## config.mk

```make
export PLATFORM = sky130hd
export DESIGN_NAME = cubic_bspline_forward_diff
export DESIGN_NICKNAME = d
export VERILOG_FILES = /design/src/hdl/cbfd_pkg.sv /design/src/hdl/cbfd_cell.sv /design/src/hdl/cbfd_setup.sv /design/src/hdl/cbfd_round.sv /design/src/hdl/cubic_bspline_forward_diff.sv
export SDC_FILE = /design/constraint.sdc
export NUM_CORES = 2
export LEC_CHECK = 0
export BUFFER_PORTS_ARGS = -buffer_cell sky130_fd_sc_hd__buf_2
export CAP_MARGIN = 15
export CORE_ASPECT_RATIO = 2
export CORE_MARGIN = 4
export CORE_UTILIZATION = 28
export CTS_CLUSTER_SIZE = 14
export DETAILED_ROUTE_END_ITERATION = 16
export GPL_TIMING_DRIVEN = 0
export PLACE_DENSITY = 0.43
export SYNTH_ARGS = -nofsm -noshare
export SYNTH_HDL_FRONTEND = slang
export SYNTH_SLANG_ARGS = --single-unit
```

## constraint.sdc

```tcl
create_clock -name clk -period 16.3 [get_ports clk]
set_input_delay 1.63 -clock clk [delete_from_list [all_inputs] [get_ports clk]]
set_output_delay 1.63 -clock clk [all_outputs]
set_load 0.02 [all_outputs]
```

## src/hdl/cbfd_pkg.sv

```systemverilog
`timescale 1ns / 1ps
`default_nettype none
// ----------------------------------------------------------------------------
// cbfd_pkg
// Shared types and constants for the cubic B-spline forward differencing
// block.
// ----------------------------------------------------------------------------
package cbfd_pkg;

  localparam int SHIFT_W = 3;

  typedef struct packed {
    logic load;
    logic step;
  } cell_ctl_t;

endpackage
`default_nettype wire

```

## src/hdl/cbfd_cell.sv

```systemverilog
`timescale 1ns / 1ps
`default_nettype none
// ----------------------------------------------------------------------------
// cbfd_cell
// One forward difference cell: loads a start value, then adds the value of
// its right-hand neighbor on every step.
// ----------------------------------------------------------------------------
module cbfd_cell #(
  parameter int W = 48
) (
  input  wire                   clk,
  input  wire cbfd_pkg::cell_ctl_t ctl,
  input  wire  [W-1:0]          init,
  input  wire  [W-1:0]          nb,
  output logic [W-1:0]          val
);
  import cbfd_pkg::*;

  logic [W-1:0] val_r;
  logic [W-1:0] val_nxt;

  always_comb begin
    val_nxt = val_r;
    if (ctl.load) begin
      val_nxt = init;
    end else if (ctl.step) begin
      val_nxt = val_r + nb;
    end
  end

  always_ff @(posedge clk) begin
    val_r <= val_nxt;
  end

  assign val = val_r;

endmodule
`default_nettype wire

```

## src/hdl/cbfd_setup.sv

```systemverilog
`timescale 1ns / 1ps
`default_nettype none
// ----------------------------------------------------------------------------
// cbfd_setup
// Segment setup for one axis: captures the basis coefficients A, B, C, D of
// a segment and scales them into the start values of the difference cells.
// ----------------------------------------------------------------------------
module cbfd_setup #(
  parameter int CW = 16,
  parameter int AW = 48
) (
  input  wire                             clk,
  input  wire                             capture,
  input  wire  signed [CW-1:0]            w0,
  input  wire  signed [CW-1:0]            w1,
  input  wire  signed [CW-1:0]            w2,
  input  wire  signed [CW-1:0]            p3,
  input  wire  [cbfd_pkg::SHIFT_W-1:0]    k,
  output logic [3:0][AW-1:0]              init
);
  import cbfd_pkg::*;

  localparam int CF = CW + 4;

  logic signed [CF-1:0] e0, e1, e2, e3;
  logic signed [CF-1:0] a_nxt, b_nxt, c_nxt, d_nxt;
  logic signed [CF-1:0] a_r, b_r, c_r, d_r;
  logic signed [AW-1:0] a_x, b_x, c_x, d_x;
  logic [SHIFT_W:0]     k2;
  logic [SHIFT_W+1:0]   k3;

  assign e0 = CF'(w0);
  assign e1 = CF'(w1);
  assign e2 = CF'(w2);
  assign e3 = CF'(p3);

  always_comb begin
    a_nxt = e3 - e0 + (e1 <<< 1) + e1 - (e2 <<< 1) - e2;
    b_nxt = (e0 <<< 1) + e0 - (e1 <<< 2) - (e1 <<< 1) + (e2 <<< 1) + e2;
    c_nxt = (e2 <<< 1) + e2 - (e0 <<< 1) - e0;
    d_nxt = e0 + (e1 <<< 2) + e2;
  end

  always_ff @(posedge clk) begin
    if (capture) begin
      a_r <= a_nxt;
      b_r <= b_nxt;
      c_r <= c_nxt;
      d_r <= d_nxt;
    end
  end

  assign a_x = AW'(a_r);
  assign b_x = AW'(b_r);
  assign c_x = AW'(c_r);
  assign d_x = AW'(d_r);
  assign k2  = {k, 1'b0};
  assign k3  = {1'b0, k2} + {2'b00, k};

  always_comb begin
    init[0] = d_x <<< k3;
    init[1] = a_x + (b_x <<< k) + (c_x <<< k2);
    init[2] = (a_x <<< 2) + (a_x <<< 1) + (b_x <<< (k + 1'b1));
    init[3] = (a_x <<< 2) + (a_x <<< 1);
  end

endmodule
`default_nettype wire

```

## src/hdl/cbfd_round.sv

```systemverilog
`timescale 1ns / 1ps
`default_nettype none
// ----------------------------------------------------------------------------
// cbfd_round
// Output scaling for one axis: adds half a unit, divides by 6 * 2^(3k) with
// floor, and saturates to the coordinate range. Three register stages.
// ----------------------------------------------------------------------------
module cbfd_round #(
  parameter int CW = 16,
  parameter int AW = 48
) (
  input  wire                           clk,
  input  wire                           en,
  input  wire  [cbfd_pkg::SHIFT_W-1:0]  k,
  input  wire  [AW-1:0]                 f,
  output logic [CW-1:0]                 coord
);
  import cbfd_pkg::*;

  localparam int QW  = AW + 2;
  localparam int XW  = CW + 2;
  localparam int NSH = CW + 4;
  localparam int RW  = CW + 3;
  localparam int PW  = XW + RW;
  localparam logic [RW-1:0]        RECIP = RW'((2 ** NSH + 2) / 3);
  localparam logic signed [QW-1:0] OFF   = QW'(3 * 2 ** (CW - 1));
  localparam logic signed [QW-1:0] XMAX_Q = QW'(3 * 2 ** CW - 1);
  localparam logic [XW-1:0]        XMAX  = XW'(3 * 2 ** CW - 1);

  logic [SHIFT_W+1:0]   k3;
  logic [SHIFT_W+1:0]   sh;
  logic signed [QW-1:0] half;
  logic signed [QW-1:0] fe;
  logic signed [QW-1:0] sum;
  logic signed [QW-1:0] q_nxt, q_r;
  logic signed [QW-1:0] t;
  logic [XW-1:0]        x_nxt, x_r;
  logic [PW-1:0]        prod_nxt, prod_r;

  assign k3   = {1'b0, k, 1'b0} + {2'b00, k};
  assign sh   = k3 + 1'b1;
  assign half = QW'(3) <<< k3;
  assign fe   = $signed({{2{f[AW-1]}}, f});
  assign sum  = fe + half;
  assign q_nxt = sum >>> sh;

  always_comb begin
    t = q_r + OFF;
    if (t < 0) begin
      x_nxt = '0;
    end else if (t > XMAX_Q) begin
      x_nxt = XMAX;
    end else begin
      x_nxt = t[XW-1:0];
    end
  end

  assign prod_nxt = PW'(x_r) * PW'(RECIP);

  always_ff @(posedge clk) begin
    if (en) begin
      q_r    <= q_nxt;
      x_r    <= x_nxt;
      prod_r <= prod_nxt;
    end
  end

  assign coord = {~prod_r[NSH+CW-1], prod_r[NSH +: CW-1]};

endmodule
`default_nettype wire

```

## src/hdl/cubic_bspline_forward_diff.sv

```systemverilog
`timescale 1ns / 1ps
`default_nettype none
// ----------------------------------------------------------------------------
// cubic_bspline_forward_diff
// Uniform cubic B-spline evaluator: keeps the last three control points and,
// for each completed segment, emits 2^k curve points by forward differencing.
// A completed segment is loaded into the difference cells and stepped 2^k
// times; curve points leave one per cycle while out_ready allows, and no new
// control point is taken until the last step of the segment has issued.
// Points that do not complete a segment only shift the control point window.
// Reset: synchronous, active low; clears the held point count, the step count
// and the pipeline valid bits, and sets the step shift to its maximum.
// ----------------------------------------------------------------------------
module cubic_bspline_forward_diff #(
  parameter int COORD_WIDTH    = 16,
  parameter int MAX_STEP_SHIFT = 6,
  parameter int ACC_WIDTH      = 48
) (
  input  wire                                clk,
  input  wire                                rst_n,
  input  wire                                in_valid,
  output logic                               in_ready,
  input  wire  signed [COORD_WIDTH-1:0]      in_point_x,
  input  wire  signed [COORD_WIDTH-1:0]      in_point_y,
  input  wire                                in_first,
  output logic                               out_valid,
  input  wire                                out_ready,
  output logic signed [COORD_WIDTH-1:0]      out_curve_x,
  output logic signed [COORD_WIDTH-1:0]      out_curve_y,
  output logic                               out_last,
  input  wire                                cfg_wr_en,
  input  wire  [cbfd_pkg::SHIFT_W-1:0]       cfg_wr_data
);
  import cbfd_pkg::*;

  localparam int CW   = COORD_WIDTH;
  localparam int AW   = ACC_WIDTH;
  localparam int SL_W = MAX_STEP_SHIFT + 1;
  localparam logic [SHIFT_W-1:0] K_MAX = SHIFT_W'(MAX_STEP_SHIFT);
  localparam logic [SHIFT_W-1:0] K_MIN = SHIFT_W'(1);

  logic [SHIFT_W-1:0]   k_r, k_nxt;
  logic [1:0]           held_r, held_nxt, held_eff;
  logic                 load_r, load_nxt;
  logic [SL_W-1:0]      steps_r, steps_nxt;
  logic                 s0_v_r, s0_last_r, va_r, la_r, vb_r, lb_r, vc_r, lc_r;
  logic                 out_valid_r, out_last_r;
  logic [CW-1:0]        out_x_r, out_y_r;

  logic                 in_fire, seg_start, adv, load_go, step_go;
  cell_ctl_t            ctl;

  logic signed [CW-1:0] pt    [2];
  logic signed [CW-1:0] win_r [2][3];
  logic [3:0][AW-1:0]   init  [2];
  logic [AW-1:0]        diff  [2][4];
  logic [AW-1:0]        nb    [2][4];
  logic [CW-1:0]        coord [2];

  assign pt[0] = in_point_x;
  assign pt[1] = in_point_y;

  assign in_ready  = !load_r && (steps_r == '0);
  assign in_fire   = in_valid && in_ready;
  assign held_eff  = in_first ? 2'd0 : held_r;
  assign seg_start = in_fire && (held_eff == 2'd3);
  assign adv       = !out_valid_r || out_ready;
  assign load_go   = load_r && (!s0_v_r || adv);
  assign step_go   = adv && (steps_r != '0);
  assign ctl.load  = load_go;
  assign ctl.step  = step_go;

  always_comb begin
    k_nxt = k_r;
    if (cfg_wr_en) begin
      if (cfg_wr_data < K_MIN) begin
        k_nxt = K_MIN;
      end else if (cfg_wr_data > K_MAX) begin
        k_nxt = K_MAX;
      end else begin
        k_nxt = cfg_wr_data;
      end
    end
  end

  always_comb begin
    held_nxt  = held_r;
    load_nxt  = load_r;
    steps_nxt = steps_r;
    if (in_fire) begin
      held_nxt = (held_eff == 2'd3) ? 2'd3 : held_eff + 2'd1;
    end
    if (seg_start) begin
      load_nxt = 1'b1;
    end
    if (load_go) begin
      load_nxt  = 1'b0;
      steps_nxt = SL_W'(1) << k_r;
    end else if (step_go) begin
      steps_nxt = steps_r - 1'b1;
    end
  end

  always_ff @(posedge clk) begin
    if (!rst_n) begin
      k_r     <= K_MAX;
      held_r  <= 2'd0;
      load_r  <= 1'b0;
      steps_r <= '0;
    end else begin
      k_r     <= k_nxt;
      held_r  <= held_nxt;
      load_r  <= load_nxt;
      steps_r <= steps_nxt;
    end
  end

  // shift the window
  always_ff @(posedge clk) begin
    if (in_fire) begin
      for (int a = 0; a < 2; a++) begin
        win_r[a][0] <= win_r[a][1];
        win_r[a][1] <= win_r[a][2];
        win_r[a][2] <= pt[a];
      end
    end
  end

  // advance the valid and last flags alongside the rounding stages
  always_ff @(posedge clk) begin
    if (!rst_n) begin
      s0_v_r      <= 1'b0;
      va_r        <= 1'b0;
      vb_r        <= 1'b0;
      vc_r        <= 1'b0;
      out_valid_r <= 1'b0;
    end else if (adv) begin
      s0_v_r      <= step_go;
      va_r        <= s0_v_r;
      vb_r        <= va_r;
      vc_r        <= vb_r;
      out_valid_r <= vc_r;
    end
  end

  always_ff @(posedge clk) begin
    if (adv) begin
      s0_last_r  <= (steps_r == SL_W'(1));
      la_r       <= s0_last_r;
      lb_r       <= la_r;
      lc_r       <= lb_r;
      out_last_r <= lc_r;
      out_x_r    <= coord[0];
      out_y_r    <= coord[1];
    end
  end

  for (genvar a = 0; a < 2; a++) begin : g_axis
    cbfd_setup #(
      .CW (CW),
      .AW (AW)
    ) u_setup (
      .clk     (clk),
      .capture (seg_start),
      .w0      (win_r[a][0]),
      .w1      (win_r[a][1]),
      .w2      (win_r[a][2]),
      .p3      (pt[a]),
      .k       (k_r),
      .init    (init[a])
    );

    for (genvar i = 0; i < 4; i++) begin : g_cell
      if (i < 3) begin : g_mid
        assign nb[a][i] = diff[a][i+1];
      end else begin : g_end
        assign nb[a][i] = '0;
      end

      cbfd_cell #(
        .W (AW)
      ) u_cell (
        .clk  (clk),
        .ctl  (ctl),
        .init (init[a][i]),
        .nb   (nb[a][i]),
        .val  (diff[a][i])
      );
    end

    cbfd_round #(
      .CW (CW),
      .AW (AW)
    ) u_round (
      .clk   (clk),
      .en    (adv),
      .k     (k_r),
      .f     (diff[a][0]),
      .coord (coord[a])
    );
  end

  assign out_valid   = out_valid_r;
  assign out_last    = out_last_r;
  assign out_curve_x = out_x_r;
  assign out_curve_y = out_y_r;

endmodule
`default_nettype wire

```

==> results by group <==
Timing
  • Tcrit/Tclk final: 95.63%
  • Setup TNS: 0 ns
  • Fin Clk Skew: 0.07221 ns
  • Fin. Hold Viols: 0
  • RSZ-0062 raised after global routing: no
  • Slew @ Worst Pin: 1.407 ns
  • Hold slack: 0.4074 ns
  • Final setup viols: 0
  • Max-slew violations: 0
  • Slew HR: 5.637%
  • Achievable Freq: 64.15 MHz
  • Tmin final: 15.59 ns

Global routing
  • GRT overflow: 0
  • First-pass GRT wire length: 653100 um
  • Global Route Usage Sum: 25.93%
  • Vias in the first global route: 88530
  • Antenna violations before repair: 29
  • Largest net degree at the start of global routing: 129

Clocking
  • Cts hold-fix bufs: 0
  • Post CTS Setup Buffer Count: 0
  • CTS tree: built
  • H-tree Lvls: 3
  • Clk buf depth: 3
  • Sink Count: 807
  • CTS buffer count: 95
  • CTS clk-pin slew, worst paths: 0.06 ns
  • Cts repair resizes: 0
  • CTS root buffer: clkbuf_16
  • Clk_lat worst skew: 0.83 ns

Routing
  • Avg Vias per Cell: 5.419
  • Drt drc: 0
  • Drt first-iter violations: 5366
  • DRT Wirelength: 467200 um
  • Post-DR wirelength/cell: 30.31 um
  • Vias: 83540
  • Routed Antenna Nets: 0
  • 1st-pass router iterations: 8

Place
  • GPL Wtd Cong: 1.025
  • IO buf count: 75
  • Placed wire-length estimate: 395600 um

Floorplanning
  • Initial core utilization: 28.11%
  • Die Y: 837.1 um
  • Io pins: 76
  • Die footprint: 353700 sq um
  • Core area: 342300 sq um
  • Width of the die: 422.5 um
  • FP Rows: 304

Worst setup path
  • Critical path arrival: 16.03 ns
  • Critical path's slowest cell: clkbuf_1
  • R2R depth: 32
  • CP Capture Type: flip-flop
  • Max stage delay on crit path: 0.94 ns
  • RR Endpoint: g_axis[0].u_round.q_r[7]
  • Startpoint Class: flip-flop
  • Reg2Reg Setup Slack: 0.71 ns
  • Top cell by count, worst path: clkbuf_1
  • CP Launch Point: k_r[0]
  • Data required, critical path: 16.74 ns
  • Worst reg2reg path startpoint: k_r[0]
  • Crit path kind: flip-flop to flip-flop
  • Worst Path Max Fanout: 19
  • Crit path to: g_axis[0].u_round.q_r[7]

Cells and area
  • Area Growth Syn to Fin: 11.21%
  • Most frequent cells in the layout: 1148 x inv_1, 1088 x ha_1, 896 x nand2_1
  • Fin nets: 12570
  • Multi-input gate area: 66610 sq um
  • Fill cell count: 35940
  • Commonest non-fill, non-tap cell in the layout: inv_1
  • Seq. cell area: 24050 sq um
  • Layout cell share with drive strength beyond 1: 6.138%

Logic synthesis
  • Synth Warn #: 0
  • EDFF count, synth: 789
  • Syn nets: 12310
  • Post-synthesis cell type count: 103
  • Register area share after synthesis: 24.99%
  • Synth Area per Inst: 9.068 sq um
  • Flops & latches, synth: 807
  • Post-Syn Instances: 10610
  • FFs w/ async S/R, synth: 0%
  • Synthesized area: 96230 sq um
  • Top_reg_cell synth: edfxtp_1

Run
  • Max Cap Viol: 0

Run status
  • Status: finished clean

Hold path
  • Worst min-delay path category: flip-flop to flip-flop
==> what timing repair did <==
action                                  CTS  global route
endpoints found under the setup margin   50             1
pin swaps                                 0             0
cloned                                    0             0
==> cells in the mapped netlist, types with 20 or more instances <==
library cell  count  area share [%]
a211o_1          25            0.23
a211oi_1        113            0.88
a21boi_0         44            0.34
a21o_1          312             2.4
a21oi_1         780             4.1
a221oi_1         22            0.20
a22oi_1          25            0.20
a31o_2           24            0.22
a31oi_1          82            0.53
and2_1           53            0.34
and3_1           76            0.49
buf_1            53            0.21
buf_2            22            0.11
clkbuf_1        266             1.0
edfxtp_1        789              25
fa_1            565              12
ha_1           1088              14
inv_1          1149             4.5
mux2_2          108             1.3
mux2i_1         198             2.1
mux4_2           68             1.6
nand2_1         897             3.5
nand2b_1        104            0.68
nand3_1         198             1.0
nand4_1          71            0.46
nor2_1          769             3.0
nor2b_1          96            0.62
nor3_1          187            0.97
nor4_1           36            0.23
o2111ai_1        20            0.18
o211ai_1         99            0.77
o21a_1          160             1.2
o21ai_0         719             3.7
o21bai_1        120            0.94
o22ai_1          69            0.45
o31a_1           21            0.19
o31ai_1          54            0.42
o41ai_1          24            0.22
or2_2            36            0.23
or3_1            59            0.38
xnor2_1         443             4.0
xor2_1          244             2.2
==> cell type report <==
class	instances	area share, %
Timing Repair Buffer	165	1.639
Clock inverter	68	0.7494
Clock buffer	105	2.306
Antenna cell	31	0.07249
Inverter	1154	4.055
Buffer	341	1.274
Sequential cell	807	22.48
Tap cell	4437	5.187
Multi-Input combinational cell	8309	62.24
==> per-layer routing <==
layer	part of all wire (%)	track usage (%)	vias to the layer above	routed length [um]
met5	0.023	0.01366	-	107
met4	14	29.23	14	66160
met3	3.9	3.917	1510	18240
met2	54	49.96	2791	251400
met1	28	20.57	40710	131300
li1	-	-	38520	-
==> critical path: cells and delay by family, from the launching register on <==
kind                     cells  cell delay, ns
XOR/XNOR                     1            0.44
adder cells (fa/ha/maj)      2            0.85
flip-flops                   1            0.40
buffers and inverters       18            9.25
AO/OA/AOI/OAI                6            2.03
AND/OR/NAND/NOR              5            2.17
==> cells by family (layout without fill, tap and decap cells) <==
group,after synthesis,after routing,share of synthesized area [%]
AO/OA/AOI/OAI,2933,2933,19.39
XOR/XNOR,687,687,6.252
adder cells (fa/ha/maj),1653,1653,25.90
buffers and inverters,1497,1833,5.877
flip-flops,807,807,24.99
multiplexers,377,377,4.985
other,0,31,0
AND/OR/NAND/NOR,2659,2659,12.60
==> registers in the layout, summed over array words and instances, names as in the netlist, 36 cells and up <==
signal / cells
g_axis.g_cell.u_cell.val: 332
g_axis.u_round.q_r: 100
win_r: 96
g_axis.u_setup.a_r: 40
g_axis.u_setup.d_r: 40
g_axis.u_setup.b_r: 38
g_axis.u_setup.c_r: 38
g_axis.u_round.x_r: 36
==> worst min-delay path by stage <==
stage	slack [ns]	end	depth (start not counted)	from
after floorplan	0.40	la_r	0	s0_last_r
after global placement	0.40	out_curve_x[10]	0	g_axis[0].u_round.prod_r[30]
after detailed placement	0.40	out_curve_x[10]	0	g_axis[0].u_round.prod_r[30]
after CTS	0.42	out_curve_y[9]	0	g_axis[1].u_round.prod_r[29]
after global routing	0.42	out_curve_x[13]	0	g_axis[0].u_round.prod_r[33]
final	0.41	out_curve_y[9]	0	g_axis[1].u_round.prod_r[29]
==> per-stage QoR <==
| stage | setup WS [ns] | util (%) | instance area, sq um | std cells |
|---|---|---|---|---|
| finish | 0.7116 | 31.26 | 107000 | 15420 |
| floorplan | 3.449 | - | 96240 | 10610 |
| detailed placement | -0.3003 | 30.24 | 103500 | 15200 |
| global route | 0.7927 | 31.25 | 107000 | 15400 |
| CTS | 0.3810 | 31.20 | 106800 | 15380 |
| global placement | -5.017 | 29.84 | 102200 | 15130 |
Power is left out: the tool's default activity adds up to more than one toggle a clock period on the data nets, which glitch-free logic cannot reach.
